File: src/dmxtx_pkg.sv
// dmx512 transmitter package: shared types, codes and reset constants
`timescale 1ns / 1ps
`default_nettype none

package dmxtx_pkg;

    // store depth default and fixed field widths
    localparam int MAX_SLOTS_DEF  = 512;
    localparam int SLOT_IDX_W     = 9;
    localparam int SLOT_CNT_W     = 10;
    localparam int TICK_W         = 16;
    localparam int BIT_CNT_W      = 4;
    localparam int SHIFT_W        = 11;

    // bits in one character: start, 8 data, 2 stop
    localparam logic [BIT_CNT_W-1:0] BITS_PER_CHAR = 4'd11;

    // register reset values
    localparam logic [TICK_W-1:0] TICKS_PER_BIT_RST = 16'd4;
    localparam logic [TICK_W-1:0] BREAK_TICKS_RST   = 16'd176;
    localparam logic [TICK_W-1:0] MARK_TICKS_RST    = 16'd12;

    typedef enum logic [1:0] {
        CMD_TICK  = 2'd0,
        CMD_WRITE = 2'd1,
        CMD_START = 2'd2,
        CMD_STOP  = 2'd3
    } cmd_t;

    typedef enum logic [1:0] {
        PH_STOPPED = 2'd0,
        PH_BREAK   = 2'd1,
        PH_MARK    = 2'd2,
        PH_DATA    = 2'd3
    } phase_t;

    typedef enum logic [1:0] {
        CFG_SLOT_COUNT    = 2'd0,
        CFG_TICKS_PER_BIT = 2'd1,
        CFG_BREAK_TICKS   = 2'd2,
        CFG_MARK_TICKS    = 2'd3
    } cfg_idx_t;

    typedef struct packed {
        cmd_t                  command;
        logic [SLOT_IDX_W-1:0] slot_index;
        logic [7:0]            slot_value;
    } item_t;

    typedef struct packed {
        logic                  line_level;
        phase_t                frame_phase;
        logic [SLOT_CNT_W-1:0] slot_number;
        logic                  frame_done;
    } result_t;

    typedef struct packed {
        logic              en;
        cfg_idx_t          index;
        logic [TICK_W-1:0] data;
    } cfg_wr_t;

    typedef struct packed {
        logic                  en;
        logic [SLOT_IDX_W-1:0] addr;
        logic [7:0]            data;
    } store_wr_t;

    // a zero timing register behaves as one
    function automatic logic [TICK_W-1:0] at_least_one(input logic [TICK_W-1:0] v);
        logic [TICK_W-1:0] r;
        r = (v == '0) ? {{(TICK_W-1){1'b0}}, 1'b1} : v;
        return r;
    endfunction

endpackage

`default_nettype wire

File: src/dmxtx_seq.sv
// frame sequencer: break, mark, character shifter and timing registers
`timescale 1ns / 1ps
`default_nettype none

module dmxtx_seq #(
    parameter int MAX_SLOTS = dmxtx_pkg::MAX_SLOTS_DEF
) (
    input  wire logic                             clk,
    input  wire logic                             rst_n,
    input  wire logic                             accept,
    input  wire dmxtx_pkg::item_t                 item,
    input  wire dmxtx_pkg::cfg_wr_t               cfg_wr,
    input  wire logic [7:0]                       rd_byte,
    output dmxtx_pkg::store_wr_t                  store_wr,
    output logic [dmxtx_pkg::SLOT_CNT_W-1:0]      rd_slot,
    output dmxtx_pkg::result_t                    result
);

    localparam int CW = dmxtx_pkg::SLOT_CNT_W;
    localparam int TW = dmxtx_pkg::TICK_W;
    localparam logic [CW-1:0] MAX_CNT = CW'(MAX_SLOTS);
    localparam logic [CW-1:0] SLOT_COUNT_RST = (MAX_SLOTS < 512) ? MAX_CNT : 10'd512;
    localparam logic [dmxtx_pkg::SHIFT_W-1:0] SHIFT_IDLE = '1;

    dmxtx_pkg::phase_t                   phase_reg, phase_next;
    logic [TW-1:0]                       tick_reg, tick_next;
    logic [dmxtx_pkg::BIT_CNT_W-1:0]     bit_reg, bit_next;
    logic [dmxtx_pkg::SHIFT_W-1:0]       shift_reg, shift_next;
    logic [CW-1:0]                       slot_reg, slot_next;
    logic                                stop_reg, stop_next;

    logic [CW-1:0] slot_count_reg;
    logic [TW-1:0] tpb_reg, break_reg, mark_reg;

    logic [TW-1:0]                   tick_inc;
    logic [dmxtx_pkg::BIT_CNT_W-1:0] bit_inc;
    logic                            done;

    function automatic logic SLOT_IDX_OK(input logic [dmxtx_pkg::SLOT_IDX_W-1:0] idx);
        return ({1'b0, idx} < MAX_CNT);
    endfunction

    // register writes, slot count saturates at the store depth
    always_ff @(posedge clk or negedge rst_n)
    begin
        if (!rst_n)
        begin
            slot_count_reg <= SLOT_COUNT_RST;
            tpb_reg        <= dmxtx_pkg::TICKS_PER_BIT_RST;
            break_reg      <= dmxtx_pkg::BREAK_TICKS_RST;
            mark_reg       <= dmxtx_pkg::MARK_TICKS_RST;
        end
        else if (cfg_wr.en)
        begin
            unique case (cfg_wr.index)
                dmxtx_pkg::CFG_SLOT_COUNT:
                    slot_count_reg <= (cfg_wr.data[CW-1:0] > MAX_CNT) ? MAX_CNT
                                                                      : cfg_wr.data[CW-1:0];
                dmxtx_pkg::CFG_TICKS_PER_BIT: tpb_reg   <= cfg_wr.data;
                dmxtx_pkg::CFG_BREAK_TICKS:   break_reg <= cfg_wr.data;
                dmxtx_pkg::CFG_MARK_TICKS:    mark_reg  <= cfg_wr.data;
                default: ;
            endcase
        end
    end

    always_comb
    begin
        phase_next = phase_reg;
        tick_next  = tick_reg;
        bit_next   = bit_reg;
        shift_next = shift_reg;
        slot_next  = slot_reg;
        stop_next  = stop_reg;
        done       = 1'b0;
        tick_inc   = tick_reg + 1'b1;
        bit_inc    = bit_reg + 1'b1;
        store_wr   = '0;

        if (accept)
        begin
            unique case (item.command)
                dmxtx_pkg::CMD_TICK:
                begin
                    unique case (phase_reg)
                        dmxtx_pkg::PH_BREAK:
                        begin
                            tick_next = tick_inc;
                            if (tick_inc >= dmxtx_pkg::at_least_one(break_reg))
                            begin
                                phase_next = dmxtx_pkg::PH_MARK;
                                tick_next  = '0;
                            end
                        end
                        dmxtx_pkg::PH_MARK:
                        begin
                            tick_next = tick_inc;
                            if (tick_inc >= dmxtx_pkg::at_least_one(mark_reg))
                            begin
                                // start code goes out first
                                phase_next = dmxtx_pkg::PH_DATA;
                                slot_next  = '0;
                                shift_next = {2'b11, 8'h00, 1'b0};
                                bit_next   = '0;
                                tick_next  = '0;
                            end
                        end
                        dmxtx_pkg::PH_DATA:
                        begin
                            tick_next = tick_inc;
                            if (tick_inc >= dmxtx_pkg::at_least_one(tpb_reg))
                            begin
                                tick_next  = '0;
                                shift_next = {1'b1, shift_reg[dmxtx_pkg::SHIFT_W-1:1]};
                                bit_next   = bit_inc;
                                if (bit_inc >= dmxtx_pkg::BITS_PER_CHAR)
                                begin
                                    done = (slot_reg >= slot_count_reg);
                                    if (stop_reg || done)
                                    begin
                                        phase_next = stop_reg ? dmxtx_pkg::PH_STOPPED
                                                              : dmxtx_pkg::PH_BREAK;
                                        bit_next   = '0;
                                        shift_next = SHIFT_IDLE;
                                        slot_next  = '0;
                                        stop_next  = 1'b0;
                                    end
                                    else
                                    begin
                                        slot_next  = slot_reg + 1'b1;
                                        shift_next = {2'b11, rd_byte, 1'b0};
                                        bit_next   = '0;
                                    end
                                end
                            end
                        end
                        dmxtx_pkg::PH_STOPPED: ;
                        default: ;
                    endcase
                end
                dmxtx_pkg::CMD_WRITE:
                begin
                    if (SLOT_IDX_OK(item.slot_index))
                    begin
                        store_wr.en   = 1'b1;
                        store_wr.addr = item.slot_index;
                        store_wr.data = item.slot_value;
                    end
                end
                dmxtx_pkg::CMD_START:
                begin
                    phase_next = dmxtx_pkg::PH_BREAK;
                    tick_next  = '0;
                    bit_next   = '0;
                    shift_next = SHIFT_IDLE;
                    slot_next  = '0;
                    stop_next  = 1'b0;
                end
                dmxtx_pkg::CMD_STOP:
                begin
                    priority if (phase_reg == dmxtx_pkg::PH_BREAK ||
                                 phase_reg == dmxtx_pkg::PH_MARK)
                    begin
                        phase_next = dmxtx_pkg::PH_STOPPED;
                        tick_next  = '0;
                        bit_next   = '0;
                        shift_next = SHIFT_IDLE;
                        slot_next  = '0;
                        stop_next  = 1'b0;
                    end
                    else if (phase_reg == dmxtx_pkg::PH_DATA)
                        stop_next = 1'b1;
                    else
                        stop_next = stop_reg;
                end
                default: ;
            endcase
        end

        result.frame_phase = phase_next;
        result.frame_done  = done;
        result.slot_number = (phase_next == dmxtx_pkg::PH_DATA) ? slot_next : '0;
        unique case (phase_next)
            dmxtx_pkg::PH_BREAK: result.line_level = 1'b0;
            dmxtx_pkg::PH_DATA:  result.line_level = shift_next[0];
            default:             result.line_level = 1'b1;
        endcase
    end

    always_ff @(posedge clk or negedge rst_n)
    begin
        if (!rst_n)
        begin
            phase_reg <= dmxtx_pkg::PH_STOPPED;
            tick_reg  <= '0;
            bit_reg   <= '0;
            shift_reg <= SHIFT_IDLE;
            slot_reg  <= '0;
            stop_reg  <= 1'b0;
        end
        else
        begin
            phase_reg <= phase_next;
            tick_reg  <= tick_next;
            bit_reg   <= bit_next;
            shift_reg <= shift_next;
            slot_reg  <= slot_next;
            stop_reg  <= stop_next;
        end
    end

    // next character's byte is fetched ahead while the slot counter holds
    assign rd_slot = slot_reg;

endmodule

`default_nettype wire

File: config.mk
export PLATFORM = sky130hd
export DESIGN_NAME = dmxtx_seq
export DESIGN_NICKNAME = d
export VERILOG_FILES = /design/src/dmxtx_pkg.sv /design/src/dmxtx_seq.sv
export SDC_FILE = /design/constraint.sdc
export NUM_CORES = 1
export LEC_CHECK = 0
export BUFFER_PORTS_ARGS = -buffer_cell sky130_fd_sc_hd__buf_2
export CORE_UTILIZATION = 45
export DETAILED_ROUTE_END_ITERATION = 12
export PLACE_DENSITY = 0.74
export SYNTH_ARGS = -nofsm -noshare
export SYNTH_HDL_FRONTEND = slang
export SYNTH_SLANG_ARGS = --single-unit
File: constraint.sdc
create_clock -name clk -period 5.39 [get_ports clk]
set_clock_uncertainty 0.05 [all_clocks]
set_input_delay 0.539 -clock clk [delete_from_list [all_inputs] [get_ports clk]]
set_output_delay 0.539 -clock clk [all_outputs]
set_load 0.05 [all_outputs]
# Word-level counts from Yosys, hierarchy flattened

Cells that the tools add are included.

Input port bits: 49
Register bits: 102
Output and inout bits: 42

$lt $le $gt $ge: 6
Equal/unequal tests: 21
Add/sub/neg operators: 3
Multiplexer cells: 58
Reductions and logical operators: 15

Operator list:

| operator              | count |
|---|---|
| $mux 16               | 7 |
| $pmux 16 s3           | 2 |
| $mux 10               | 9 |
| $ge 16x16->1          | 3 |
| $logic_not 16->1      | 3 |
| $mux 18               | 2 |
| $mux 11               | 3 |
| $pmux 11 s3           | 1 |
| $pmux 10 s3           | 1 |
| $pmux 11 s2           | 1 |
| $pmux 10 s2           | 1 |
| $add 16x1->16 const B | 1 |
| $mux 4                | 4 |
| $eq 2x2->1 const B    | 7 |
| $mux 2                | 7 |
| $mux 1                | 13 |
| $ne 3x3->1 const B    | 4 |
| $pmux 2 s3            | 2 |
| $pmux 4 s3            | 1 |
| $add 10x1->10 const B | 1 |
| $ge 10x10->1          | 1 |
| $gt 10x10->1 const B  | 1 |
| $ne 2x2->1 const B    | 5 |
| $mux 9                | 1 |
| other kinds (14)      | 22 |

# Longest topological paths before layout

Depth after elaboration: 10
Mapped depth: 17

# Worst setup path before layout

OpenSTA, ideal clock, no wires.

Kind: register to output
From: reg tick_reg[0]
To: out result[3] (netlist name)
Cell stages (with the launch flop): 16
Required time: 4.801 ns
Path slack: 0.021 ns
Arrival: 4.780 ns
Cell sequence: dfrtp_1 -> ha_1 -> nand2_1 -> nor2_1 -> and3_1 -> and3_1 -> xnor2_1 -> inv_1 -> ha_1 -> nand4_1 -> or3_1 -> o31a_1 -> a211o_2 -> a211o_1 -> or3_1 -> a311oi_1

RTL lines:

| element                | RTL line         | source |
|---|---|---|
| start, declared        | dmxtx_seq.sv:26  | `logic [TW-1:0] tick_reg, tick_next;` |
| start signal, assigned | dmxtx_seq.sv:204 | `tick_reg <= tick_next;` |
| end, declared          | dmxtx_seq.sv:16  | `output dmxtx_pkg::result_t result` |

==> flow_summary.yaml <==
yosys:
  netlist_area_um2: 6930
  synth-seq-area-share: 0.372
  ys_ff_latch: 102
  avgSynthCellArea_um2: 9.36
  synth_flop_cell: "dfrtp_1"
  synth_edf_count: 0
  synthDistinctLibCells: 60
  yosys_warnings: 0
  synth_fp_nets: 857
  synth_cells: 740
  async_reset_ff_frac: 1.00
global_route:
  grt_pass1_vias: 5557
  grt_use_total: 0.213
  grt_pass1_wl_um: 27000
  grt_overflow: 0
  antenna_found_initial: 0
  grt_max_degree: 54
place:
  gp_congestion: 0.899
  io_buffers: 90
  placed_area_um2: 7530
  dp_hpwl_um: 12400
  place_ws_ps: 466
worst_setup_path:
  crit_path_start_kind: "flop"
  criticalPathCategory: "flop to output pin"
  crit_path_start: "tick_reg[3]$_DFFE_PN0P_"
  endpoint_kind: "output pin"
  arrival_ps: 4590
  rr_startpoint: "tick_reg[3]$_DFFE_PN0P_"
  reg2regPathDepth: 15
  crit_fanout: 7
  critPathRequiredTime_ps: 4800
routing:
  dr_total_vias: 5820
  postRouteAntennaNets: 0
  met3WireLength_um: 798
  dr.pass1.iters: 5
  wirelength_um: 16400
  met1_length_um: 7620
  dr.max_layer_used: "met4"
  wire_per_inst_um: 16.2
  drt-initial-drc-count: 417
  routed-wl-met2_um: 7640
  drc: 0
  via_per_inst: 5.73
cells_and_area:
  nFillCells: 1308
  layout-drive-gt1-share: 0.258
  final_core_util: 0.538
  area_growth_syn_to_layout_pct: 14.7
  nets: 943
  regArea_um2: 2580
  multi_input_area_um2: 3960
  stdcell_area_um2: 7940
timing:
  post-route-min-period_ps: 5170
  maxSlewViolCount: 0
  fmax_mhz: 193
  slew_headroom: 0.362
  hold_viol_final: 0
  fin_crit_sh: 0.960
  hold_ws_ps: 145
  setup_viol: 0
  worst_slack_ps: 216
  tightest_slew_ps: 953
clock_tree:
  cts_buffers: 9
  cts-root-buf: "clkbuf_16"
  clockBufferDepth: 2
  clk_pin_slew_ps: 70
  cts_hold_buf: 0
  cts_max_level: 3
  numClockSinks: 102
  cts_tree: "done"
  insertion_delay_ps: 360
floorplan:
  start_util: 0.469
  die_y_um: 126
  coreArea_um2: 14800
  die_area_um2: 15900
  fp-row-count: 44
  io_pins: 91
  die_width_um: 126
worst_hold_path:
  hp-class: "primary input to async pin"
outcome:
  status: "completed"
power:
  p_per_area_nw_per_um2: 326
  power.leakage_nw: 3.96
  irDropWorstVdd_mv: 0.259
job:
  maxCapViolations: 0
## area by class of cell
cell class | instances | area share
multi-input combinational | 531 | 0.499
sequential | 102 | 0.324
timing repair buffer | 98 | 0.0682
inverter | 84 | 0.0397
clock buffer | 10 | 0.0301
tap | 184 | 0.0290
clock inverter | 6 | 0.00961
antenna | 1 | 0.000315
## stage by stage
stage          TNS (ps)  power [mW]  cells
2_1_floorplan         0        1.66    740
5_1_grt           -12.8        2.76   1015
4_1_cts               0        2.59   1013
3_3_place_gp          0        1.87    997
6_report              0        2.59   1016
3_5_place_dp          0        1.90    997
## report_power, final
part / leakage, nW / switching (mW) / internal (mW)
combinational: 2.55 / 0.516 / 0.340
sequential: 1.25 / 0.121 / 0.931
clock: 0.156 / 0.304 / 0.381
total: 3.96 / 0.941 / 1.65
## cell usage after synthesis (8+ instances only)
cell      count  area (um2)
nand4_1       8        50.1
a21oi_1      15        75.1
or3_1        10        62.6
dfstp_2      18         473
and2_1       23         144
nor3_1       15        75.1
a31oi_1      12        75.1
nand3_1      26         130
ha_1         68         851
and3_1       14        87.6
clkbuf_1     15        56.3
a211oi_1     12        90.1
nor2_1       30         113
inv_1        84         315
nand2b_1     12        75.1
mux2_2       54         608
o21ai_0      47         235
nor4_1       10        62.6
nand2_1      73         274
dfrtp_1      84        2100
o21a_1        8        60.1
xnor2_1      10        87.6
## worst max-delay path, cell delays in order, from the launching register on
cell	delay, ps
dfrtp_1	410
nand3_1	130
nor2_1	160
and3_2	240
and2_1	150
nand2_1	90
xor2_2	170
inv_1	110
ha_1	310
nand4_1	140
or3_1	360
o31a_1	330
a211o_4	400
a211o_4	310
or3_1	370
a311oi_1	300
buf_4	250
## cells in the final DEF (no fill, tap or decap), types with 4 or more instances in the layout
master,instances
inv_1,84
dfrtp_1,83
buf_2,82
nand2_1,73
ha_1,68
mux2_2,54
o21ai_0,47
nor2_1,29
nand3_1,26
and2_1,23
dfstp_2,18
nor3_1,15
a21oi_1,15
buf_4,13
and3_1,12
nand2b_1,12
a211oi_1,12
a31oi_1,12
nor4_1,10
xnor2_1,10
or3_1,10
clkbuf_16,9
nand4_1,8
o21a_1,8
a311oi_2,6
o211ai_1,5
or2_2,5
mux2_1,5
xor2_1,4
o21ai_1,4
o31ai_1,4
a22o_1,4
## what timing repair did
action,in CTS,in global routing
gates resized for setup,0,27
buffers inserted,0,2
endpoints found under the setup margin,0,12
## per-layer routing
layer  track usage  up-vias
met5             0        -
met4        0.0872        0
met3        0.0348       26
met2         0.341      188
met1         0.288     2797
li1              -     2809
## path summary, 6_finish.rpt
| kind | endpoint | slack, ps |
|---|---|---|
| max | result[3] | 220 |
| min | tpb_reg[15]$_DFFE_PN0P_ | 150 |
| max reg2reg | shift_reg[8]$_DFFE_PN1P_ | 1130 |
| min reg2reg | slot_count_reg[2]$_DFFE_PN0P_ | 430 |
| max in group asynchronous | rd_slot[8]$_DFF_PN0_ | 4050 |
| min in group clk | mark_reg[15]$_DFFE_PN0P_ | 400 |
## logic make-up after synthesis
group | Yosys count | synth area share
and+or+nand+nor | 236 | 0.171
AOI/OAI and AO/OA | 153 | 0.157
buffers and inverters | 107 | 0.0629
DFF | 102 | 0.372
adders and majority gates | 68 | 0.123
muxes | 59 | 0.0959
xor gates and xnor gates | 15 | 0.0190
Note: power is estimated with default switching activity, not from simulation.
