<file path="src/dmxtx_pkg.sv">
// dmx512 transmitter package: shared types, codes and reset constants
`timescale 1ns / 1ps
`default_nettype none

package dmxtx_pkg;

    // store depth default and fixed field widths
    localparam int MAX_SLOTS_DEF  = 512;
    localparam int SLOT_IDX_W     = 9;
    localparam int SLOT_CNT_W     = 10;
    localparam int TICK_W         = 16;
    localparam int BIT_CNT_W      = 4;
    localparam int SHIFT_W        = 11;

    // bits in one character: start, 8 data, 2 stop
    localparam logic [BIT_CNT_W-1:0] BITS_PER_CHAR = 4'd11;

    // register reset values
    localparam logic [TICK_W-1:0] TICKS_PER_BIT_RST = 16'd4;
    localparam logic [TICK_W-1:0] BREAK_TICKS_RST   = 16'd176;
    localparam logic [TICK_W-1:0] MARK_TICKS_RST    = 16'd12;

    typedef enum logic [1:0] {
        CMD_TICK  = 2'd0,
        CMD_WRITE = 2'd1,
        CMD_START = 2'd2,
        CMD_STOP  = 2'd3
    } cmd_t;

    typedef enum logic [1:0] {
        PH_STOPPED = 2'd0,
        PH_BREAK   = 2'd1,
        PH_MARK    = 2'd2,
        PH_DATA    = 2'd3
    } phase_t;

    typedef enum logic [1:0] {
        CFG_SLOT_COUNT    = 2'd0,
        CFG_TICKS_PER_BIT = 2'd1,
        CFG_BREAK_TICKS   = 2'd2,
        CFG_MARK_TICKS    = 2'd3
    } cfg_idx_t;

    typedef struct packed {
        cmd_t                  command;
        logic [SLOT_IDX_W-1:0] slot_index;
        logic [7:0]            slot_value;
    } item_t;

    typedef struct packed {
        logic                  line_level;
        phase_t                frame_phase;
        logic [SLOT_CNT_W-1:0] slot_number;
        logic                  frame_done;
    } result_t;

    typedef struct packed {
        logic              en;
        cfg_idx_t          index;
        logic [TICK_W-1:0] data;
    } cfg_wr_t;

    typedef struct packed {
        logic                  en;
        logic [SLOT_IDX_W-1:0] addr;
        logic [7:0]            data;
    } store_wr_t;

    // a zero timing register behaves as one
    function automatic logic [TICK_W-1:0] at_least_one(input logic [TICK_W-1:0] v);
        logic [TICK_W-1:0] r;
        r = (v == '0) ? {{(TICK_W-1){1'b0}}, 1'b1} : v;
        return r;
    endfunction

endpackage

`default_nettype wire

</file>
<file path="src/dmxtx_outq.sv">
// two-entry result queue between sequencer and result channel
`timescale 1ns / 1ps
`default_nettype none

module dmxtx_outq (
    input  wire logic                clk,
    input  wire logic                rst_n,
    input  wire logic                push,
    input  wire dmxtx_pkg::result_t  push_data,
    input  wire logic                pop_ready,
    output logic                     head_valid,
    output dmxtx_pkg::result_t       head_data,
    output logic                     full
);

    dmxtx_pkg::result_t buf0_reg, buf0_next;
    dmxtx_pkg::result_t buf1_reg, buf1_next;
    logic [1:0]         count_reg, count_next;
    logic               pop;

    always_comb
    begin
        pop        = pop_ready && (count_reg != 2'd0);
        buf0_next  = buf0_reg;
        buf1_next  = buf1_reg;
        count_next = count_reg;
        priority if (push && pop)
        begin
            if (count_reg == 2'd2)
            begin
                buf0_next = buf1_reg;
                buf1_next = push_data;
            end
            else
                buf0_next = push_data;
        end
        else if (push)
        begin
            if (count_reg == 2'd0)
                buf0_next = push_data;
            else
                buf1_next = push_data;
            count_next = count_reg + 1'b1;
        end
        else if (pop)
        begin
            buf0_next  = buf1_reg;
            count_next = count_reg - 1'b1;
        end
        else
            count_next = count_reg;
    end

    always_ff @(posedge clk)
    begin
        buf0_reg <= buf0_next;
        buf1_reg <= buf1_next;
    end

    always_ff @(posedge clk or negedge rst_n)
    begin
        if (!rst_n)
            count_reg <= 2'd0;
        else
            count_reg <= count_next;
    end

    assign head_valid = (count_reg != 2'd0);
    assign head_data  = buf0_reg;
    assign full       = (count_reg == 2'd2);

endmodule

`default_nettype wire

</file>
<file path="config.mk">
export PLATFORM = sky130hd
export DESIGN_NAME = dmxtx_outq
export DESIGN_NICKNAME = d
export VERILOG_FILES = /design/src/dmxtx_pkg.sv /design/src/dmxtx_outq.sv
export SDC_FILE = /design/constraint.sdc
export NUM_CORES = 1
export LEC_CHECK = 0
export BUFFER_PORTS_ARGS = -buffer_cell sky130_fd_sc_hd__buf_4
export CORE_UTILIZATION = 35
export DETAILED_ROUTE_END_ITERATION = 10
export SKIP_LAST_GASP = 1
export SLEW_MARGIN = 20
export SYNTH_ARGS = -nofsm -noshare
export SYNTH_HDL_FRONTEND = slang
export SYNTH_SLANG_ARGS = --single-unit
</file>
<file path="constraint.sdc">
create_clock -name clk -period 7.9 [get_ports clk]
set_input_delay 0.395 -clock clk [delete_from_list [all_inputs] [get_ports clk]]
set_output_delay 0.395 -clock clk [all_outputs]
set_load 0.01 [all_outputs]
</file>
* Yosys cells after proc, flatten, opt, wreduce, memory -nomap -nowiden
Index checks and enable logic that the tools add are counted.
** Cells by class
- Add/subtract/negate cells :: 2
- Equality and inequality tests :: 4
- Muxes and demuxes :: 11
- Bitwise operators :: 1
- Reductions and logical operators :: 10
** Operator list (count)
- 2-to-1 mux 14 bit :: 9
- nonzero test 2 bit :: 3
- 2-to-1 mux 2 bit :: 2
- != test 2 bit (second input constant) :: 2
- AND reduction 2 bit :: 2
- != test 3 x 1 -> 1 bit (second input constant) :: 1
- AND reduction 3 bit :: 1
- nonzero test 3 bit :: 1
- adder 2 x 1 -> 2 bit (second input constant) :: 1
- == test 2 bit (second input constant) :: 1
- logical AND 1 bit :: 2
- logical NOT 2 bit :: 1
- subtractor 2 x 1 -> 2 bit (second input constant) :: 1
- NOT 1 bit :: 1
** Storage, ports and cells
- Register bits :: 30
- Output and inout bits :: 16
- Logic and storage cells :: 37

* Depth between registers and ports, before layout
Gate-level depths: netlist of the first run.
- Depth after elaboration :: 5
- Gate-level depth with buffers :: 7

* Worst setup path before layout of the first run
No wires, ideal clock.
- Path type :: reg2reg
- From :: register count_reg[0]
- To :: register buf1_reg[0] in the netlist's numbering (enable)
- Library setup time :: 407 ps
- Data arrival time :: 2079 ps
- Data required time :: 7493 ps
- Path slack :: 5413 ps
- Stages on the path, launching flop included :: 5
- Buffers on the path :: 0
- Clock period less this slack :: 2487 ps
- Cell sequence :: dfrtp_1 nor2_1 nor2b_1 ha_1 a211oi_1
** Between the ends
- Cells in the longest elaborated chain, start to end :: 5
- Elaborated cells between the ends (all ways) :: 9
- Those cells by class :: 3 x eq/ne; 6 x reduce/logical
** Ends and longest elaborated chain
- from (decl) :: line dmxtx_outq.sv:18 : logic [1:0] count_reg, count_next;
- from (signal assigned) :: line dmxtx_outq.sv:65 : count_reg <= count_next;
- nonzero test 2 bit :: line dmxtx_outq.sv:23 : pop = pop_ready && (count_reg != 2'd0);
- logical AND 1 bit :: line dmxtx_outq.sv:23
- logical AND 1 bit :: line dmxtx_outq.sv:27 : priority if (push && pop)
- != test 2 bit (no line) or nonzero test 2 bit (tied branches)
- AND reduction 3 bit (no line) (*)
- to (signal assigned) :: line dmxtx_outq.sv:57 : buf1_reg <= buf1_next;
- to (decl) :: line dmxtx_outq.sv:17 : dmxtx_pkg::result_t buf1_reg, buf1_next;
Mark *: on every way between the ends. The rest lies on a longest branch, timed or not.
A chain may end at the register's enable or synchronous reset.

==> report_table.html, run 1 <==
<table>
<tr><th>Metric</th><th>Value</th></tr>
<tr><th colspan="2">Outcome</th></tr>
<tr><td>Outcome</td><td>complete, no violations</td></tr>
<tr><th colspan="2">Timing</th></tr>
<tr><td>Total negative slack</td><td>0 ns</td></tr>
<tr><td>Final clock skew</td><td>0.00485 ns</td></tr>
<tr><td>Worst-case headroom to the max-slew limit</td><td>0.509</td></tr>
<tr><td>Crit path time final</td><td>2.36 ns</td></tr>
<tr><td>Unrepaired setup endpoints after global routing</td><td>false</td></tr>
<tr><td>Final worst-path setup slack</td><td>5.54 ns</td></tr>
<tr><td>Slew Viols, Final</td><td>0</td></tr>
<tr><td>Hold violation total from the final report</td><td>0</td></tr>
<tr><td>Finish-stage setup viols</td><td>0</td></tr>
<tr><td>Worst Max-Slew Pin Slew</td><td>0.735 ns</td></tr>
<tr><td>Ratio of final minimum period to clock period</td><td>0.299</td></tr>
<tr><td>Final hold slack</td><td>0.262 ns</td></tr>
<tr><td>Max Freq</td><td>424 MHz</td></tr>
<tr><th colspan="2">Floorplan</th></tr>
<tr><td>I/O pin cnt</td><td>34</td></tr>
<tr><td>Floorplan die area</td><td>3680 sq um</td></tr>
<tr><td>Initial Utilization</td><td>0.382</td></tr>
<tr><td>Rows</td><td>20</td></tr>
<tr><td>Chip Height</td><td>60.7 microns</td></tr>
<tr><td>Width of the chip</td><td>60.7 microns</td></tr>
<tr><td>Area of the core region</td><td>3150 sq um</td></tr>
<tr><th colspan="2">Synth</th></tr>
<tr><td>Warnings, synthesis</td><td>0</td></tr>
<tr><td>Cells after synthesis</td><td>58</td></tr>
<tr><td>Number of library cell types mapped by synthesis</td><td>16</td></tr>
<tr><td>Cell area after synthesis</td><td>1200 sq um</td></tr>
<tr><td>Fraction of the yosys area taken by sequential cells</td><td>0.739</td></tr>
<tr><td>Mean area per synthesized cell</td><td>20.8 sq um</td></tr>
<tr><td>Seq cells post-synth</td><td>30</td></tr>
<tr><td>Total nets after synthesis</td><td>77</td></tr>
<tr><th colspan="2">Clocking</th></tr>
<tr><td>Worst-case clock buffer depth</td><td>2</td></tr>
<tr><td>Clock-pin slew on the worst setup and hold paths</td><td>0.08 ns</td></tr>
<tr><td># H-tree levels</td><td>2</td></tr>
<tr><td>Setup fix buffers added after clock tree synthesis</td><td>0</td></tr>
<tr><td>Root buf cell</td><td>sky130_fd_sc_hd__clkbuf_4</td></tr>
<tr><td>Number of clock sinks seen by CTS</td><td>30</td></tr>
<tr><td>TritonCTS buffer count</td><td>5</td></tr>
<tr><td>Latest clock arrival within the worst-skew pair</td><td>0.31 ns</td></tr>
<tr><td>Clock tree from TritonCTS</td><td>built</td></tr>
<tr><th colspan="2">GRT</th></tr>
<tr><td>Total global-route track usage</td><td>0.120</td></tr>
<tr><td>Vias in the first global route</td><td>662</td></tr>
<tr><td>Pin count of the biggest net entering global routing</td><td>15</td></tr>
<tr><td>Number of antenna violations at the first check in global routing</td><td>0</td></tr>
<tr><td>M2 GR Usage</td><td>0.192</td></tr>
<tr><td>Overflow left after global routing</td><td>0</td></tr>
<tr><td>Most Used Layer, Global Route</td><td>met2</td></tr>
<tr><td>Met1 Track Usage GR</td><td>0.124</td></tr>
<tr><td>GR met3 Demand/Resource</td><td>0.0448</td></tr>
<tr><td>Wire length of the first global-routing pass</td><td>2.88 mm</td></tr>
<tr><th colspan="2">Critical path</th></tr>
<tr><td>Crit path kind</td><td>reg -&gt; reg</td></tr>
<tr><td>Setup slack of the worst register-to-register path</td><td>5.54 ns</td></tr>
<tr><td>Nature of the critical path endpoint</td><td>flip-flop</td></tr>
<tr><td>Critical path required time</td><td>7.97 ns</td></tr>
<tr><td>Critical path launch point type</td><td>flip-flop</td></tr>
<tr><td>Maximum fanout encountered on the critical timing path</td><td>14</td></tr>
<tr><td>Worst r2r src</td><td>count_reg[0]</td></tr>
<tr><td>Arrival time at the worst endpoint</td><td>2.43 ns</td></tr>
<tr><td>Startpoint of the most critical setup path</td><td>count_reg[0]</td></tr>
<tr><th colspan="2">Placed design</th></tr>
<tr><td>Worst setup timing slack at the placement stage</td><td>5.47 ns</td></tr>
<tr><td>Post-DP Area</td><td>1490 sq um</td></tr>
<tr><td>GP Congestion</td><td>0.769</td></tr>
<tr><td>Final HPWL DP</td><td>1.18 mm</td></tr>
<tr><td>Buffers added on ports</td><td>33</td></tr>
<tr><th colspan="2">Layout</th></tr>
<tr><td>Ratio of cells with drive above 1 in the final layout</td><td>0.561</td></tr>
<tr><td>Number of nets in the layout</td><td>117</td></tr>
<tr><td>Sequential Area</td><td>891 sq um</td></tr>
<tr><td>Leading cell types in the layout, fill and taps excluded</td><td>sky130_fd_sc_hd__buf_4 (33), sky130_fd_sc_hd__edfxtp_1 (28), sky130_fd_sc_hd__mux2_4 (10)</td></tr>
<tr><td>Ant. Diodes</td><td>0</td></tr>
<tr><td>Final design instance area without fill</td><td>1560 sq um</td></tr>
<tr><td>Leading cell type in the layout, fill and taps excluded</td><td>sky130_fd_sc_hd__buf_4</td></tr>
<tr><td>Area Overhead vs Synth</td><td>29.1%</td></tr>
<tr><td>Count of filler cells inserted in the layout</td><td>291</td></tr>
<tr><td>Footprint of the multi-input gates</td><td>303 sq um</td></tr>
<tr><th colspan="2">Pwr</th></tr>
<tr><td>Leakage dissipation</td><td>0.627 nW</td></tr>
<tr><td>Cell Pwr Density</td><td>319 nW/um^2</td></tr>
<tr><td>Peak VDD IR</td><td>135 uV</td></tr>
<tr><th colspan="2">Detailed routing</th></tr>
<tr><td>Detailed-routing iteration count for the pre-antenna-repair pass</td><td>3</td></tr>
<tr><td>Final wirelength</td><td>1.77 mm</td></tr>
<tr><td>Antenna Violating Nets Remaining</td><td>0</td></tr>
<tr><td>Post-route DRC violation count</td><td>0</td></tr>
<tr><td>Via count of the routed design</td><td>616</td></tr>
<tr><td>Post-detailed-route wirelength per cell</td><td>12.5 microns</td></tr>
<tr><td>Post-detailed-route via-to-cell ratio</td><td>4.34</td></tr>
<tr><td>DRC violation total after the first TritonRoute iteration</td><td>7</td></tr>
<tr><th colspan="2">Run</th></tr>
<tr><td>Max-cap violations</td><td>0</td></tr>
<tr><th colspan="2">Worst hold path</th></tr>
<tr><td>Start point of the worst hold path</td><td>push_data[11]</td></tr>
<tr><td>Min-Delay Path Class</td><td>in -&gt; reg</td></tr>
</table>
through the flow:
step	cells	power (mW)	util
global placement	134	0.418	0.473
finish	142	0.497	0.493
detailed placement	134	0.422	0.473
floorplan	58	0.355	-
global route	142	0.530	0.493
CTS	142	0.502	0.491
power by group:
group          leakage, nW  total, mW  switching, mW  internal [mW]
Combinational        0.308      0.157         0.0760         0.0810
Sequential           0.294      0.260         0.0187          0.242
Clock               0.0254     0.0792         0.0457         0.0335
Total                0.627      0.497          0.140          0.356
Yosys cell counts:
master                     count  area share
sky130_fd_sc_hd__a211oi_1      1      0.0062
sky130_fd_sc_hd__a21o_1        1      0.0062
sky130_fd_sc_hd__a21o_4        1       0.012
sky130_fd_sc_hd__buf_12        1       0.017
sky130_fd_sc_hd__dfrtp_1       2       0.042
sky130_fd_sc_hd__edfxtp_1     28        0.70
sky130_fd_sc_hd__ha_1          1       0.010
sky130_fd_sc_hd__inv_1         1      0.0031
sky130_fd_sc_hd__mux2_2        4       0.037
sky130_fd_sc_hd__mux2_4       10        0.12
sky130_fd_sc_hd__nand2_1       1      0.0031
sky130_fd_sc_hd__nor2_1        2      0.0062
sky130_fd_sc_hd__nor2b_1       1      0.0052
sky130_fd_sc_hd__nor2b_2       1      0.0073
sky130_fd_sc_hd__xnor2_1       2       0.015
sky130_fd_sc_hd__xor2_1        1      0.0073
final cells by class:
class | count | share of cell area
flip-flops and latches | 30 | 0.573
multi-input cells | 26 | 0.195
repair buffers | 34 | 0.166
well taps | 44 | 0.0354
clock buffers | 7 | 0.0290
inverters | 1 | 0.00241
final timing paths:
path | endpoint | cells past startpoint
worst max-delay path | head_data[1] | 6
worst min-delay path | buf1_reg[11] | 1
worst max register to register | head_data[1] | 6
worst min register to register | count_reg[1] | 1
max in group asynchronous | count_reg[1] | 2
min in group asynchronous | count_reg[0] | 2
cell families after synthesis:
logic type                 after synthesis  share of synthesized area
muxes                                   14                      0.162
and+or+nand+nor                          5                     0.0218
adders and majority gates                1                     0.0104
AOI/OAI and AO/OA                        3                     0.0249
buffers and inverters                    2                     0.0197
xor gates and xnor gates                 3                     0.0218
DFF                                     30                      0.739
layer usage:
| metal | wire, microns | vias up |
|---|---|---|
| met3 | 95 | 8 |
| met4 | 74 | 0 |
| met1 | 749 | 282 |
| met2 | 852 | 25 |
| met5 | 0 | - |
| li1 | - | 301 |
critical path, cell delays in order (launching register included):
cell and delay (ns):
sky130_fd_sc_hd__dfrtp_1 0.47, sky130_fd_sc_hd__nor2_1 0.33, sky130_fd_sc_hd__nor2b_1 0.12, sky130_fd_sc_hd__ha_1 0.26, sky130_fd_sc_hd__nor2_1 0.28, sky130_fd_sc_hd__a21o_4 0.29, sky130_fd_sc_hd__mux2_2 0.36
timing repair:
item | 4_1_cts | 5_1_grt
hold endpoints to repair | 2 | 0
gates resized for setup | 0 | 0
hold buffers | 1 | 0
Note: power is estimated with default switching activity, not from simulation.
==> inputs of run 2 (changes only) <==
Settings changed: ABC_AREA set to 1.
Clock period 7.9 ns to 2.31 ns, I/O delays scaled along.
==> report_table.html, run 2 <==
<table>
<tr><th>Metric</th><th>Value</th></tr>
<tr><th colspan="2">Synth</th></tr>
<tr><td>Portion of netlist area occupied by mux cells</td><td>0</td></tr>
<tr><td>Cell area after synthesis</td><td>1550 sq um</td></tr>
<tr><td>Leading register cell type out of synthesis</td><td>sky130_fd_sc_hd__edfxtp_1</td></tr>
<tr><td>Most used standard cells in the synthesized netlist</td><td>sky130_fd_sc_hd__nand2_1 (46), sky130_fd_sc_hd__edfxtp_1 (28), sky130_fd_sc_hd__inv_1 (19)</td></tr>
<tr><td>Seq cells post-synth</td><td>30</td></tr>
<tr><td>XOR/XNOR Fraction of Synth Area</td><td>0.00566</td></tr>
<tr><td>Largest cells by area after synthesis</td><td>sky130_fd_sc_hd__edfxtp_1 (54%), sky130_fd_sc_hd__nand2_1 (11%), sky130_fd_sc_hd__nand3b_1 (6.8%)</td></tr>
<tr><td>Post-synthesis cell type with the largest combined area</td><td>sky130_fd_sc_hd__edfxtp_1</td></tr>
<tr><td>Dominant combinational cell family by area after synthesis</td><td>simple AND/OR/NAND/NOR gates</td></tr>
<tr><td>Share of the synthesized area in the top cell type</td><td>0.544</td></tr>
<tr><td>Mean area per synthesized cell</td><td>9.79 sq um</td></tr>
<tr><td>Synth Area in Simple Gates</td><td>0.248</td></tr>
<tr><td>Number of enable-type register cells in the synthesized netlist</td><td>28</td></tr>
<tr><td>Warnings, synthesis</td><td>0</td></tr>
<tr><td>Number of library cell types mapped by synthesis</td><td>19</td></tr>
<tr><td>Total nets after synthesis</td><td>177</td></tr>
<tr><td>Proportion of register bits with asynchronous set or reset after synthesis</td><td>0.0667</td></tr>
<tr><td>Post-synthesis compound-gate area fraction</td><td>0.0761</td></tr>
<tr><td>Fraction of the yosys area taken by sequential cells</td><td>0.576</td></tr>
<tr><td>Share of synthesized cell area in full adder, half adder and majority cells</td><td>0.00809</td></tr>
<tr><td>Cells after synthesis</td><td>158</td></tr>
<tr><td>Most frequently used cell type in the post-synthesis netlist</td><td>sky130_fd_sc_hd__nand2_1</td></tr>
<tr><th colspan="2">Floorplan</th></tr>
<tr><td>Floorplan die area</td><td>4690 sq um</td></tr>
<tr><td>Chip Height</td><td>68.5 microns</td></tr>
<tr><td>I/O pin cnt</td><td>34</td></tr>
<tr><td>Rows</td><td>23</td></tr>
<tr><td>Width of the chip</td><td>68.5 microns</td></tr>
<tr><td>Initial Utilization</td><td>0.376</td></tr>
<tr><td>Area of the core region</td><td>4120 sq um</td></tr>
<tr><th colspan="2">Clocking</th></tr>
<tr><td>Setup fix buffers added after clock tree synthesis</td><td>0</td></tr>
<tr><td>Clock tree from TritonCTS</td><td>built</td></tr>
<tr><td>Number of clock sinks seen by CTS</td><td>30</td></tr>
<tr><td># H-tree levels</td><td>2</td></tr>
<tr><td>Root buf cell</td><td>sky130_fd_sc_hd__clkbuf_8</td></tr>
<tr><td>Clock-pin slew on the worst setup and hold paths</td><td>0.06 ns</td></tr>
<tr><td>Worst-case clock buffer depth</td><td>2</td></tr>
<tr><td>TritonCTS buffer count</td><td>5</td></tr>
<tr><td>Latest clock arrival within the worst-skew pair</td><td>0.28 ns</td></tr>
<tr><th colspan="2">Pwr</th></tr>
<tr><td>Logic gate share of total power</td><td>0.383</td></tr>
<tr><td>Portion of total power attributed to sequential cells</td><td>0.433</td></tr>
<tr><td>Net switching fraction of the power</td><td>0.343</td></tr>
<tr><td>Clock share of power</td><td>0.184</td></tr>
<tr><td>Post-layout power</td><td>2.07 mW</td></tr>
<tr><td>Internal power</td><td>1.36 mW</td></tr>
<tr><td>Cell Pwr Density</td><td>1080 nW/um^2</td></tr>
<tr><td>Peak VDD IR</td><td>271 uV</td></tr>
<tr><td>Switching power</td><td>0.708 mW</td></tr>
<tr><td>Leakage dissipation</td><td>0.841 nW</td></tr>
<tr><th colspan="2">Critical path</th></tr>
<tr><td>Critical path launch point type</td><td>flip-flop</td></tr>
<tr><td>Worst reg2reg path endpoint</td><td>buf1_reg[13]</td></tr>
<tr><td>Critical path required time</td><td>2.28 ns</td></tr>
<tr><td>Maximum fanout encountered on the critical timing path</td><td>16</td></tr>
<tr><td>Worst r2r src</td><td>count_reg[0]</td></tr>
<tr><td>Arrival time at the worst endpoint</td><td>2.10 ns</td></tr>
<tr><td>Crit path kind</td><td>reg -&gt; reg</td></tr>
<tr><td>Nature of the critical path endpoint</td><td>flip-flop</td></tr>
<tr><td>Setup slack of the worst register-to-register path</td><td>0.19 ns</td></tr>
<tr><td>Cell count of the worst reg-to-reg path</td><td>6</td></tr>
<tr><th colspan="2">Detailed routing</th></tr>
<tr><td>Antenna Violating Nets Remaining</td><td>0</td></tr>
<tr><td>DRC violation total after the first TritonRoute iteration</td><td>42</td></tr>
<tr><td>Detailed-routed wire length on met3</td><td>186 microns</td></tr>
<tr><td>Detailed-routing iteration count for the pre-antenna-repair pass</td><td>4</td></tr>
<tr><td>Post-detailed-route wirelength per cell</td><td>12.3 microns</td></tr>
<tr><td>Met1 routed wirelength after detailed routing</td><td>1.43 mm</td></tr>
<tr><td>Final wirelength</td><td>3.01 mm</td></tr>
<tr><td>Post-route DRC violation count</td><td>0</td></tr>
<tr><td>DR top layer</td><td>met4</td></tr>
<tr><td>Post-detailed-route via-to-cell ratio</td><td>4.79</td></tr>
<tr><td>Via count of the routed design</td><td>1169</td></tr>
<tr><td>Wire length on met2</td><td>1.33 mm</td></tr>
<tr><th colspan="2">Worst hold path</th></tr>
<tr><td>Min-Delay Path Class</td><td>in -&gt; reg</td></tr>
<tr><td>Capture endpoint of the worst hold path</td><td>buf1_reg[9]</td></tr>
<tr><td>Hold Path Depth</td><td>1</td></tr>
<tr><td>Start point of the worst hold path</td><td>push_data[9]</td></tr>
<tr><th colspan="2">Layout</th></tr>
<tr><td>Final standard cell utilization of the core</td><td>0.465</td></tr>
<tr><td>Leading cell types in the layout, fill and taps excluded</td><td>sky130_fd_sc_hd__nand2_1 (46), sky130_fd_sc_hd__buf_4 (36), sky130_fd_sc_hd__edfxtp_1 (28)</td></tr>
<tr><td>Non-Filler Instances</td><td>244</td></tr>
<tr><td>Leading cell type in the layout, fill and taps excluded</td><td>sky130_fd_sc_hd__nand2_1</td></tr>
<tr><td>Ant. Diodes</td><td>0</td></tr>
<tr><td>Count of filler cells inserted in the layout</td><td>394</td></tr>
<tr><td>Ratio of cells with drive above 1 in the final layout</td><td>0.227</td></tr>
<tr><td>Number of nets in the layout</td><td>212</td></tr>
<tr><td>Area Overhead vs Synth</td><td>23.8%</td></tr>
<tr><th colspan="2">Placed design</th></tr>
<tr><td>GP Congestion</td><td>0.783</td></tr>
<tr><td>Buffers added on ports</td><td>33</td></tr>
<tr><td>Final HPWL DP</td><td>2.28 mm</td></tr>
<tr><td>Worst setup timing slack at the placement stage</td><td>0.224 ns</td></tr>
<tr><td>Cell total after placement</td><td>235</td></tr>
<tr><th colspan="2">Timing</th></tr>
<tr><td>Max Freq</td><td>471 MHz</td></tr>
<tr><td>Crit path time final</td><td>2.12 ns</td></tr>
<tr><td>Final clock skew</td><td>0.00245 ns</td></tr>
<tr><td>Slew Viols, Final</td><td>0</td></tr>
<tr><td>Unrepaired setup endpoints after global routing</td><td>false</td></tr>
<tr><td>Final worst-path setup slack</td><td>0.185 ns</td></tr>
<tr><td>Ratio of final minimum period to clock period</td><td>0.920</td></tr>
<tr><td>Worst Max-Slew Pin Slew</td><td>0.564 ns</td></tr>
<tr><td>Finish-stage setup viols</td><td>0</td></tr>
<tr><td>Worst-case headroom to the max-slew limit</td><td>0.624</td></tr>
<tr><td>Hold violation total from the final report</td><td>0</td></tr>
<tr><td>Total negative slack</td><td>0 ns</td></tr>
<tr><th colspan="2">GRT</th></tr>
<tr><td>Pin count of the biggest net entering global routing</td><td>33</td></tr>
<tr><td>Number of antenna violations at the first check in global routing</td><td>0</td></tr>
<tr><td>Overflow left after global routing</td><td>0</td></tr>
<tr><td>Wire length of the first global-routing pass</td><td>4.77 mm</td></tr>
<tr><td>Vias in the first global route</td><td>1068</td></tr>
<tr><td>Total global-route track usage</td><td>0.142</td></tr>
<tr><th colspan="2">Run</th></tr>
<tr><td>Max-cap violations</td><td>0</td></tr>
<tr><th colspan="2">Outcome</th></tr>
<tr><td>Outcome</td><td>complete, no violations</td></tr>
</table>
==> run 2: timing repair <==
item | in CTS | in global routing
resized for setup | 0 | 0
endpoints found under the hold margin | 2 | 0
hold buffers | 1 | 0
endpoints found under the setup margin | 0 | 0
==> run 2: worst max path at each step <==
stage                             from            to  slack (ns)  cells after the start
final                     count_reg[0]  buf1_reg[13]        0.19                      6
after detailed placement  count_reg[0]   buf1_reg[7]        0.22                      6
after floorplan           count_reg[1]   buf1_reg[0]        0.11                      7
after global routing      count_reg[0]  buf1_reg[13]       0.008                      6
after global placement    count_reg[0]   buf1_reg[7]        0.28                      6
after CTS                 count_reg[0]   buf1_reg[1]        0.21                      6
==> run 2: kinds of logic after synthesis <==
family	count (synthesis)
xor+xnor	1
fa+ha+maj	1
compound gates	16
buf+inv	30
flops	30
simple gates	80
==> run 2: final cells by class <==
class                      count  area [sq um]  area share
clock buffer                   8          80.1      0.0418
inverter                      21          78.8      0.0412
tap                           50          62.6      0.0327
sequential                    30           891       0.465
timing repair buffer          37           280       0.146
multi-input combinational     98           522       0.273
==> run 2: worst max-delay path: stages (launching register included) <==
cell                      delay, ns
sky130_fd_sc_hd__dfrtp_1       0.41
sky130_fd_sc_hd__nor2_1        0.07
sky130_fd_sc_hd__nor2_1        0.12
sky130_fd_sc_hd__ha_1          0.53
sky130_fd_sc_hd__inv_2         0.26
sky130_fd_sc_hd__o21ai_1       0.19
sky130_fd_sc_hd__buf_4         0.23
==> run 2: per-stage QoR <==
stage / cell area, sq um / hold WS [ns]
3_3_place_gp: 1820 / -0.101
2_1_floorplan: 1550 / -0.180
5_1_grt: 1910 / 0.00932
4_1_cts: 1910 / 0.0145
3_5_place_dp: 1820 / -0.0969
6_report: 1910 / 0.0242
==> run 2: metal layers <==
layer  GRT usage  vias up
li1            -      606
met1       0.184      516
met2       0.207       41
met3      0.0500        6
met4      0.0755        0
met5           0        -
==> run 2: power by group through the flow <==
stage	clock (mW)	sequential [mW]	combinational [mW]
2_1_floorplan	0	0.941	0.473
3_3_place_gp	0	0.896	0.776
3_5_place_dp	0	0.907	0.787
4_1_cts	0.396	0.896	0.791
5_1_grt	0.414	0.913	0.868
6_report	0.380	0.895	0.790
==> inputs of run 3 (changes only) <==
Settings changed: ABC_AREA 1 to not set.
==> report_table.html, run 3 (same netlist as run 1, synthesis figures left out) <==
<table>
<tr><th>Metric</th><th>Value</th></tr>
<tr><th colspan="2">Outcome</th></tr>
<tr><td>Outcome</td><td>complete, no violations</td></tr>
<tr><th colspan="2">Critical path</th></tr>
<tr><td>Maximum fanout encountered on the critical timing path</td><td>14</td></tr>
<tr><td>Worst Path Buf+Inv</td><td>0</td></tr>
<tr><td>Crit path kind</td><td>reg -&gt; reg</td></tr>
<tr><td>CP Cell Sequence</td><td>nor2_1, nor2b_1, ha_1, nor2_1, a21o_4, mux2_2</td></tr>
<tr><td>Cell type with the highest occurrence count on the critical path</td><td>sky130_fd_sc_hd__nor2_1</td></tr>
<tr><td>Arrival time at the worst endpoint</td><td>2.23 ns</td></tr>
<tr><td>Largest delay share family, worst path</td><td>simple AND/OR/NAND/NOR gates</td></tr>
<tr><td>Largest incremental delay on the critical path</td><td>0.46 ns</td></tr>
<tr><td>Logic depth of the worst setup path including buffers</td><td>6</td></tr>
<tr><td>Critical path required time</td><td>2.39 ns</td></tr>
<tr><td>Nature of the critical path endpoint</td><td>flip-flop</td></tr>
<tr><td>Slowest cell on the critical path</td><td>sky130_fd_sc_hd__dfrtp_1</td></tr>
<tr><td>Critical path launch point type</td><td>flip-flop</td></tr>
<tr><td>Cell count of the worst reg-to-reg path</td><td>6</td></tr>
<tr><th colspan="2">Clocking</th></tr>
<tr><td>Root buf cell</td><td>sky130_fd_sc_hd__clkbuf_4</td></tr>
<tr><td>Worst-case clock buffer depth</td><td>2</td></tr>
<tr><td>Latest clock arrival within the worst-skew pair</td><td>0.32 ns</td></tr>
<tr><td># H-tree levels</td><td>2</td></tr>
<tr><td>Clock tree from TritonCTS</td><td>built</td></tr>
<tr><td>Clock-pin slew on the worst setup and hold paths</td><td>0.09 ns</td></tr>
<tr><td>Number of clock sinks seen by CTS</td><td>30</td></tr>
<tr><td>TritonCTS buffer count</td><td>5</td></tr>
<tr><td>Post-cts sizing count</td><td>0</td></tr>
<tr><th colspan="2">Pwr</th></tr>
<tr><td>Leakage dissipation</td><td>0.691 nW</td></tr>
<tr><td>Cell Pwr Density</td><td>1020 nW/um^2</td></tr>
<tr><td>Peak VDD IR</td><td>396 uV</td></tr>
<tr><td>Post-layout power</td><td>1.73 mW</td></tr>
<tr><th colspan="2">Layout</th></tr>
<tr><td>Area Overhead vs Synth</td><td>41.0%</td></tr>
<tr><td>Leading cell type in the layout, fill and taps excluded</td><td>sky130_fd_sc_hd__buf_4</td></tr>
<tr><td>Count of filler cells inserted in the layout</td><td>281</td></tr>
<tr><td>Final design instance area without fill</td><td>1700 sq um</td></tr>
<tr><td>Leading cell types in the layout, fill and taps excluded</td><td>sky130_fd_sc_hd__buf_4 (34), sky130_fd_sc_hd__edfxtp_1 (28), sky130_fd_sc_hd__dlygate4sd3_1 (15)</td></tr>
<tr><td>Number of nets in the layout</td><td>132</td></tr>
<tr><td>Ratio of cells with drive above 1 in the final layout</td><td>0.491</td></tr>
<tr><td>Ant. Diodes</td><td>0</td></tr>
<tr><th colspan="2">Detailed routing</th></tr>
<tr><td>Final wirelength</td><td>1.94 mm</td></tr>
<tr><td>Detailed-routing iteration count for the pre-antenna-repair pass</td><td>4</td></tr>
<tr><td>Via count of the routed design</td><td>688</td></tr>
<tr><td>Post-detailed-route wirelength per cell</td><td>12.2 microns</td></tr>
<tr><td>Post-route DRC violation count</td><td>0</td></tr>
<tr><td>Post-detailed-route via-to-cell ratio</td><td>4.35</td></tr>
<tr><td>DRC violation total after the first TritonRoute iteration</td><td>12</td></tr>
<tr><td>Antenna Violating Nets Remaining</td><td>0</td></tr>
<tr><th colspan="2">Floorplan</th></tr>
<tr><td>Width of the chip</td><td>60.7 microns</td></tr>
<tr><td>Floorplan die area</td><td>3680 sq um</td></tr>
<tr><td>I/O pin cnt</td><td>34</td></tr>
<tr><td>Rows</td><td>20</td></tr>
<tr><td>Chip Height</td><td>60.7 microns</td></tr>
<tr><td>Initial Utilization</td><td>0.382</td></tr>
<tr><td>Area of the core region</td><td>3150 sq um</td></tr>
<tr><th colspan="2">Worst hold path</th></tr>
<tr><td>Min-Delay Path Class</td><td>in -&gt; async</td></tr>
<tr><th colspan="2">Timing</th></tr>
<tr><td>Final hold slack</td><td>0.102 ns</td></tr>
<tr><td>Unrepaired setup endpoints after global routing</td><td>false</td></tr>
<tr><td>Ratio of final minimum period to clock period</td><td>0.931</td></tr>
<tr><td>Slew Viols, Final</td><td>0</td></tr>
<tr><td>Hold violation total from the final report</td><td>0</td></tr>
<tr><td>Crit path time final</td><td>2.15 ns</td></tr>
<tr><td>Worst-case headroom to the max-slew limit</td><td>0.622</td></tr>
<tr><td>Worst Max-Slew Pin Slew</td><td>0.567 ns</td></tr>
<tr><td>Max Freq</td><td>465 MHz</td></tr>
<tr><td>Final clock skew</td><td>0.00712 ns</td></tr>
<tr><td>Finish-stage setup viols</td><td>0</td></tr>
<tr><td>Total negative slack</td><td>0 ns</td></tr>
<tr><th colspan="2">Run</th></tr>
<tr><td>Max-cap violations</td><td>0</td></tr>
<tr><th colspan="2">GRT</th></tr>
<tr><td>Number of antenna violations at the first check in global routing</td><td>0</td></tr>
<tr><td>Overflow left after global routing</td><td>0</td></tr>
<tr><td>Vias in the first global route</td><td>680</td></tr>
<tr><td>Wire length of the first global-routing pass</td><td>3.05 mm</td></tr>
<tr><td>Total global-route track usage</td><td>0.123</td></tr>
<tr><td>Pin count of the biggest net entering global routing</td><td>15</td></tr>
<tr><th colspan="2">Placed design</th></tr>
<tr><td>GP Congestion</td><td>0.647</td></tr>
<tr><td>Final HPWL DP</td><td>1.22 mm</td></tr>
<tr><td>Post-DP Area</td><td>1500 sq um</td></tr>
<tr><td>Buffers added on ports</td><td>33</td></tr>
</table>
[run 3: changes by cell type in the layout (fill, tap and decap cells not counted), sizes merged, moves of 2 or more]
cell         before  now
nand2            47    1
inv              21    1
nand3            16    0
dlygate4sd3       1   15
mux2              0   14
nand3b           14    0
o211ai           14    0
a21o              0    2
buf              36   34
nor2b             0    2
xnor2             0    2
[run 3: per-layer routing]
metal  GRT usage  wire length, microns
met3      0.0448                    93
met1       0.135                   844
met2       0.193                   936
met4      0.0974                    61
met5           0                     0
[run 3: layout make-up]
class	instances	area, sq um	share of cell area
Clock buffer	8	48.8	0.0287
Inverter	1	3.75	0.00221
Multi-Input combinational cell	26	295	0.174
Sequential cell	30	891	0.524
Tap cell	44	55.1	0.0324
Timing Repair Buffer	49	405	0.239
[run 3: metrics by stage]
stage           util  std cells  setup WS (ns)
5_1_grt        0.539        158         0.0236
4_1_cts        0.539        158          0.130
3_5_place_dp   0.476        135          0.152
6_report       0.539        158          0.159
3_3_place_gp   0.476        135          0.262
2_1_floorplan      -         58          0.250
[run 3: repair_timing]
action                    in CTS  in global routing
hold buffers                  15                  0
hold endpoints to repair      16                  0
buffers inserted               0                  0
[run 3: final timing paths]
path | from | end | slack [ns]
min reg2reg | count_reg[1] | count_reg[1] | 0.50
max in group asynchronous | rst_n | count_reg[0] | 2.12
max reg2reg | count_reg[0] | head_data[13] | 0.16
max | count_reg[0] | head_data[13] | 0.16
min in group clk | push | count_reg[1] | 0.11
min | rst_n | count_reg[1] | 0.10
[run 3: worst reg2reg max path, cell delays in order (launching register included)]
cell	delay, ns
sky130_fd_sc_hd__dfrtp_1	0.46
sky130_fd_sc_hd__nor2_1	0.26
sky130_fd_sc_hd__nor2b_1	0.11
sky130_fd_sc_hd__ha_1	0.24
sky130_fd_sc_hd__nor2_1	0.21
sky130_fd_sc_hd__a21o_4	0.27
sky130_fd_sc_hd__mux2_2	0.36
[run 3: power by group]
group | total (mW) | switching [mW] | internal, mW | leakage [nW]
Combinational | 0.554 | 0.258 | 0.296 | 0.370
Sequential | 0.889 | 0.0636 | 0.825 | 0.294
Clock | 0.291 | 0.169 | 0.121 | 0.0265
